File: config.mk
export PLATFORM = sky130hd
export DESIGN_NAME = integer_square_root_unit
export DESIGN_NICKNAME = d
export VERILOG_FILES = /design/src/rtl/isr_pkg.sv /design/src/rtl/isr_cell.sv /design/src/rtl/integer_square_root_unit.sv
export SDC_FILE = /design/constraint.sdc
export NUM_CORES = 1
export LEC_CHECK = 0
export BUFFER_PORTS_ARGS = -buffer_cell sky130_fd_sc_hd__buf_2
export CAP_MARGIN = 10
export CORE_AREA = 2 2 320 560
export CTS_BUF_LIST = sky130_fd_sc_hd__clkbuf_16
export DETAILED_ROUTE_END_ITERATION = 16
export DIE_AREA = 0 0 322 562
export HOLD_SLACK_MARGIN = 0.12
export SYNTH_ARGS = -nofsm -noshare
export SYNTH_HDL_FRONTEND = slang
export SYNTH_HIERARCHICAL = 1
export SYNTH_SLANG_ARGS = --single-unit
File: constraint.sdc
create_clock -name clk -period 13.5 [get_ports clk]
set_input_delay 2.7 -clock clk [delete_from_list [all_inputs] [get_ports clk]]
set_output_delay 2.7 -clock clk [all_outputs]
set_load 0.02 [all_outputs]
File: src/rtl/isr_pkg.sv
// Shared constants and a width helper for the integer square root unit.
// Used by isr_cell and integer_square_root_unit; depends on nothing else.
`timescale 1ns / 1ps
`default_nettype none

package isr_pkg;

  // Default radicand width and the fixed width of the reported root field.
  localparam int DEF_INPUT_WIDTH  = 32;
  localparam int ROOT_FIELD_WIDTH = 16;

  // Number of root bits, one per pair of radicand bits.
  function automatic int root_width(input int w);
    return (w + 1) >>> 1;
  endfunction

endpackage

`default_nettype wire

File: src/rtl/isr_cell.sv
// One cell of the square root chain: a single restoring shift-and-subtract step.
// Depends on isr_pkg for the root width helper.
`timescale 1ns / 1ps
`default_nettype none

module isr_cell #(
  parameter int  INPUT_WIDTH = isr_pkg::DEF_INPUT_WIDTH,
  localparam int RW          = isr_pkg::root_width(INPUT_WIDTH),
  localparam int PW          = 2 * RW,
  localparam int RMW         = RW + 2
) (
  input  wire logic           clk,
  input  wire logic           rst,
  input  wire logic           advance,
  input  wire logic           prev_valid,
  input  wire logic [PW-1:0]  prev_rad,
  input  wire logic [RMW-1:0] prev_rem,
  input  wire logic [RW-1:0]  prev_root,
  output logic                valid,
  output logic [PW-1:0]       rad,
  output logic [RMW-1:0]      rem,
  output logic [RW-1:0]       root
);

  logic [RMW-1:0] shifted;
  logic [RMW-1:0] trial;
  logic [RMW-1:0] diff;
  logic           ge;

  // The top two remainder bits are always zero ahead of any step that can
  // still set a root bit, so dropping them loses nothing.
  always_comb begin
    shifted = {prev_rem[RW-1:0], prev_rad[PW-1 -: 2]};
    trial   = {prev_root, 2'b01};
    diff    = shifted - trial;
    ge      = (shifted >= trial);
  end

  always_ff @(posedge clk) begin
    if (rst) begin
      valid <= 1'b0;
    end else if (advance) begin
      valid <= prev_valid;
    end
  end

  always_ff @(posedge clk) begin
    if (advance) begin
      rad  <= prev_rad << 2;
      rem  <= ge ? diff : shifted;
      root <= RW'({prev_root, ge});
    end
  end

endmodule

`default_nettype wire

File: src/rtl/integer_square_root_unit.sv
// Integer square root unit: floor root of an unsigned radicand.
// Each word passes through the cells of the chain and then the output register before out_valid.
// Throughput: one word per cycle; each cell of the chain settles one root bit.
// The chain advances only when the output register is empty or being taken.
// Reset (rst, synchronous) clears all valid bits; payload registers are not reset.
// Depends on isr_pkg and isr_cell.
`timescale 1ns / 1ps
`default_nettype none

module integer_square_root_unit #(
  parameter int INPUT_WIDTH = isr_pkg::DEF_INPUT_WIDTH
) (
  input  wire logic                                 clk,
  input  wire logic                                 rst,
  input  wire logic                                 in_valid,
  output logic                                      in_ready,
  input  wire logic [INPUT_WIDTH-1:0]               radicand,
  output logic                                      out_valid,
  input  wire logic                                 out_ready,
  output logic [isr_pkg::ROOT_FIELD_WIDTH-1:0]      root
);

  localparam int RW  = isr_pkg::root_width(INPUT_WIDTH);
  localparam int PW  = 2 * RW;
  localparam int RMW = RW + 2;
  localparam int RFW = isr_pkg::ROOT_FIELD_WIDTH;

  logic            advance;
  logic            valid_chain [0:RW];
  logic [PW-1:0]   rad_chain   [0:RW];
  logic [RMW-1:0]  rem_chain   [0:RW];
  logic [RW-1:0]   root_chain  [0:RW];

  assign advance  = !out_valid || out_ready;
  assign in_ready = advance;

  // The head of the chain takes the word straight from the input port.
  assign valid_chain[0] = in_valid;
  assign rad_chain[0]   = PW'(radicand);
  assign rem_chain[0]   = '0;
  assign root_chain[0]  = '0;

  for (genvar i = 0; i < RW; i++) begin : g_cell
    isr_cell #(
      .INPUT_WIDTH(INPUT_WIDTH)
    ) u_cell (
      .clk       (clk),
      .rst       (rst),
      .advance   (advance),
      .prev_valid(valid_chain[i]),
      .prev_rad  (rad_chain[i]),
      .prev_rem  (rem_chain[i]),
      .prev_root (root_chain[i]),
      .valid     (valid_chain[i+1]),
      .rad       (rad_chain[i+1]),
      .rem       (rem_chain[i+1]),
      .root      (root_chain[i+1])
    );
  end

  always_ff @(posedge clk) begin
    if (rst) begin
      out_valid <= 1'b0;
    end else if (advance) begin
      out_valid <= valid_chain[RW];
    end
  end

  always_ff @(posedge clk) begin
    if (advance) begin
      root <= RFW'(root_chain[RW]);
    end
  end

`ifndef SYNTH
  // A finished root always leaves a remainder no larger than twice itself.
  a_rem_bound: assert property (@(posedge clk) disable iff (rst)
    valid_chain[RW] |-> (rem_chain[RW] <= {root_chain[RW], 1'b0}))
    else $error("remainder exceeds twice the root at chain end");

  // A word leaving the chain lands in the output register.
  a_chain_to_out: assert property (@(posedge clk) disable iff (rst)
    advance && valid_chain[RW] |=> out_valid)
    else $error("word at chain end was dropped");

  // While stalled, the word at the end of the chain must not move.
  a_stall_hold: assert property (@(posedge clk) disable iff (rst)
    !advance |=> $stable(valid_chain[RW]) && $stable(root_chain[RW]))
    else $error("chain moved during a stall");

  a_reset_clear: assert property (@(posedge clk)
    rst |=> !out_valid && !valid_chain[RW])
    else $error("valid bits not cleared by reset");
`endif

endmodule

`default_nettype wire
* Word-level counts from Yosys, hierarchy flattened
Index checks and enable logic that the tools add are counted.
Cells by class: order comparisons 16, mux-type cells 15, add/subtract/negate cells 15, reduce and logical (&&, ||, !) cells 2
Operators by type and width (count):
- 16-bit 2-to-1 mux | 14
- 18-bit by 10-bit greater-or-equal comparator with 1-bit output | 1
- 18-bit by 11-bit greater-or-equal comparator with 1-bit output | 1
- 18-bit by 12-bit greater-or-equal comparator with 1-bit output | 1
- 18-bit by 13-bit greater-or-equal comparator with 1-bit output | 1
- 18-bit by 14-bit greater-or-equal comparator with 1-bit output | 1
- 18-bit by 15-bit greater-or-equal comparator with 1-bit output | 1
- 18-bit by 16-bit greater-or-equal comparator with 1-bit output | 1
- 18-bit by 17-bit greater-or-equal comparator with 1-bit output | 1
- 18-bit by 3-bit greater-or-equal comparator with 1-bit output | 1
- 18-bit by 4-bit greater-or-equal comparator with 1-bit output | 1
- 18-bit by 5-bit greater-or-equal comparator with 1-bit output | 1
- 18-bit by 6-bit greater-or-equal comparator with 1-bit output | 1
- 18-bit by 7-bit greater-or-equal comparator with 1-bit output | 1
- 18-bit by 8-bit greater-or-equal comparator with 1-bit output | 1
- 18-bit by 9-bit greater-or-equal comparator with 1-bit output | 1
- 16-bit by 10-bit subtractor with 16-bit output | 1
- 16-bit by 11-bit subtractor with 16-bit output | 1
- 16-bit by 12-bit subtractor with 16-bit output | 1
- 16-bit by 13-bit subtractor with 16-bit output | 1
- 16-bit by 14-bit subtractor with 16-bit output | 1
- 16-bit by 15-bit subtractor with 16-bit output | 1
- 16-bit subtractor | 1
- 16-bit by 3-bit subtractor with 16-bit output | 1
- other kinds (11) | 11
Storage, ports and cells: input port bits 36, logic and storage cells 113, output and inout port bits 18, bits in registers 636

* Logic depth before layout (Yosys ltp)
depth in word-level cells 2, mapped depth 10, mapped depth without buffers 8

* By module
Netlist, hierarchy kept.
Modules (own cells, without submodules):
- isr_cell (g_cell[2].u_cell ...) | cells each 247, area an instance 3260.6 µm², times used 8
- isr_cell (g_cell[0].u_cell ...) | cells each 239, area an instance 3260.6 µm², times used 7
- isr_cell (g_cell[1].u_cell) | cells each 245, area an instance 3268.1 µm², times used 1
- integer_square_root_unit | cells each 21, area an instance 530.5 µm², times used 1

* Worst setup path after synthesis
Ideal clock, no wire load.
path type input-to-output, from input out_ready, to output in_ready, arrival 9.923 ns, stages on the path 1, path slack 0.877 ns, buffers on the path 0, path through nand2b_4
On the way: longest elaborated chain between the ends 1
RTL lines:
- start, declared | RTL line integer_square_root_unit.sv:19 | input wire logic out_ready,
- 1-bit logical OR | RTL line integer_square_root_unit.sv:34 | assign advance = !out_valid || out_ready;
- end, declared | RTL line integer_square_root_unit.sv:16 | output logic in_ready,
Every way passes these cells.

==> impl.org <==
** Worst hold path
- Hold crit path type :: reg2reg

** Synthesis
- Area of the mapped netlist :: 41200 µm²
- During synthesis, Yosys emitted a total of 6 warnings.
- Synth Area per Inst :: 12.8 µm²
- After technology mapping, the gate count stands at 3222.

** Final layout
- Layout cell share with drive strength beyond 1 :: 15.3%
- Antenna cells :: 0
- Layout-stage area growth over the synthesis result :: 14.0%
- The net count of the finished layout is 3693.
- Final cell utilization of the core :: 26.6%

** Floorplanning
- Num ports :: 54
- Chip Height :: 562 µm
- Core box area :: 176000 µm²
- The initial utilization of the core area, before any placement, comes to 23.4%.
- DIE WIDTH :: 322 µm
- Placement row count :: 204
- The floorplan step defined a die boundary enclosing 181000 µm².

** Drt
- Wire length per cell after detailed routing :: 14.4 µm
- The routed layout has 24700 vias.
- Number of vias per cell :: 4.34
- After detailed routing, the number of remaining DRC violations is 0.
- Once detail routing completed, the nets flagged for antenna violations numbered 0.
- In this run, the number of DRC markers left after iteration 0 of detailed routing was 1039.
- The first TritonRoute pass finished after 5 iterations.
- For this block, the routed nets add up to 82000 µm of wire.

** Clock tree
- Counting the buffers created by CTS gives 89.
- Once the clock tree was built, the resizer swapped 0 gates to a different size.
- Counting every sink on the clock net gives 769.
- Clock tree buffer depth :: 3
- Buffers added to address setup during post-CTS repair amount to 0.
- TritonCTS clock tree :: built
- Clock tree synthesis selected as its root buffer the cell sky130_fd_sc_hd__clkbuf_16.
- Clock latency reported for the late side of the worst-skew pair :: 690 ps
- The number of hold buffers added after CTS was 0.
- In this run the number of H-tree levels came out at 3.
- Clock-pin slew on the worst setup and hold paths :: 60 ps

** Job
- The tool flagged a number of max-cap violations equal to 0.

** Timing
- RSZ-0062 raised after global routing :: no
- Slew @ Worst Pin :: 1120 ps
- Final number of hold-violating endpoints :: 0
- Number of endpoints failing setup at the final stage :: 0
- FMAX :: 142 MHz
- The clock period could shrink to 7040 ps.
- Period utilisation layout :: 52.2%
- Across all hold checks on the routed design, the worst slack comes to 392 ps.
- In this run the tightest slew margin relative to its limit is 24.7%.
- Layout Skew :: 48.1 ps
- Aggregate negative setup slack :: 0 ps
- Max-slew violation total from the final report :: 0
- Setup slack on the critical path of the routed design comes to 6460 ps.

** Placed design
- The wire-length estimate of the detail-placed layout is 60900 µm.
- Before CTS, the worst setup slack after placement is 5650 ps.
- In this run the tool buffered the top-level ports with 53 buffer cells.
- Weighted congestion at the end of routability-driven global placement :: 0.930

** Global route
- The number of global-route vias before repair came to 26000.
- Global routing finished with a remaining overflow of 0.
- Overall Global Routing Usage :: 8.90%
- Entering global routing, the biggest net connects 190 pins.
- Initial antenna violation count :: 4
- The first global-routing pass estimated 129000 µm of wire.

** Worst setup path
- The critical path is of the in2reg type.
- STA classifies the critical path endpoint as a flip-flop.
- The worst register-to-register path has a setup slack of 8270 ps.
- The worst setup path is launched from an input pin.
- Highest net fanout along the worst path :: 87
- Data required, critical path :: 13790 ps
- Data arrives at the worst endpoint at 7340 ps.

** Power
- For this design the static power due to leakage is 18.7 nW.
- Power density relative to cell area :: 257 nW/µm²
- VDD IR max :: 117 µV

** Status
- Result of the run :: complete, no violations
[sequential cells by signal, summed over array words and instances, names as in the netlist]
signal and count:
root 16, out_valid 1, g_cell.u_cell/rem 240, g_cell.u_cell/rad 240, g_cell.u_cell/root 256, g_cell.u_cell/valid 16
[where the power goes]
group | switching [mW] | leakage, nW | internal (mW)
Combinational | 3.24 | 9.03 | 2.61
Sequential | 0.334 | 8.18 | 3.56
Clock | 0.975 | 1.48 | 1.34
Total | 4.55 | 18.7 | 7.51
[worst max-delay path, stage by stage]
cell and delay, ps:
sky130_fd_sc_hd__buf_2 80, sky130_fd_sc_hd__nand2b_4 790, sky130_fd_sc_hd__buf_4 790, sky130_fd_sc_hd__buf_4 940
sky130_fd_sc_hd__buf_4 920, sky130_fd_sc_hd__buf_4 890
[metal layers]
layer	vias up	track usage (%)	routed length (µm)	share of wire, %
met2	474	18.3	46800	57
met1	11800	7.43	26900	33
met5	-	0	0	0
met4	0	6.40	5760	7.0
met3	265	1.39	2460	3.0
li1	12200	-	-	-
[cells in the final DEF (no fill, tap or decap), drive strengths merged, types with 12 or more instances in the layout]
master / instances
nand2: 173
a31o: 18
nand3: 89
o21a: 24
nor2: 166
a21o: 27
clkbuf: 89
a211oi: 48
a221oi: 25
buf: 61
o31ai: 24
nor3: 68
edfxtp: 752
ha: 288
dfxtp: 17
mux2: 186
a311oi: 15
o21ai: 195
a21oi: 185
mux2i: 50
conb: 61
a31oi: 22
clkinv: 34
xor2: 75
nand2b: 48
o311ai: 18
nand4: 18
o211ai: 58
and4: 12
and3: 14
inv: 378
o2111ai: 12
xnor2: 96
nor2b: 33
[through the flow]
stage	cells	total power, mW	instance area (µm²)
floorplan	3282	8.60	41400
global placement	5544	9.62	44100
detailed placement	5544	9.75	44100
CTS	5705	12.1	46900
global route	5705	12.9	46900
finish	5705	12.1	46900
[final timing paths]
check | cells after the start | end | from
worst max-delay path | 6 | root[8] | out_ready
worst min-delay path | 0 | g_cell[8].u_cell/rad[31] | g_cell[7].u_cell/rad[29]
worst max register to register | 5 | root[8] | out_valid
worst min register to register | 0 | g_cell[8].u_cell/rad[31] | g_cell[7].u_cell/rad[29]
[area by class of cell]
type | count | area [µm²]
fill | 18100 | 129000
sequential | 769 | 22900
multi-input combinational | 2098 | 16700
tap | 2266 | 2840
clock buffer | 89 | 2230
inverter | 350 | 1310
clock inverter | 72 | 618
timing repair buffer | 61 | 338
Power figures use the tool's default switching activity.
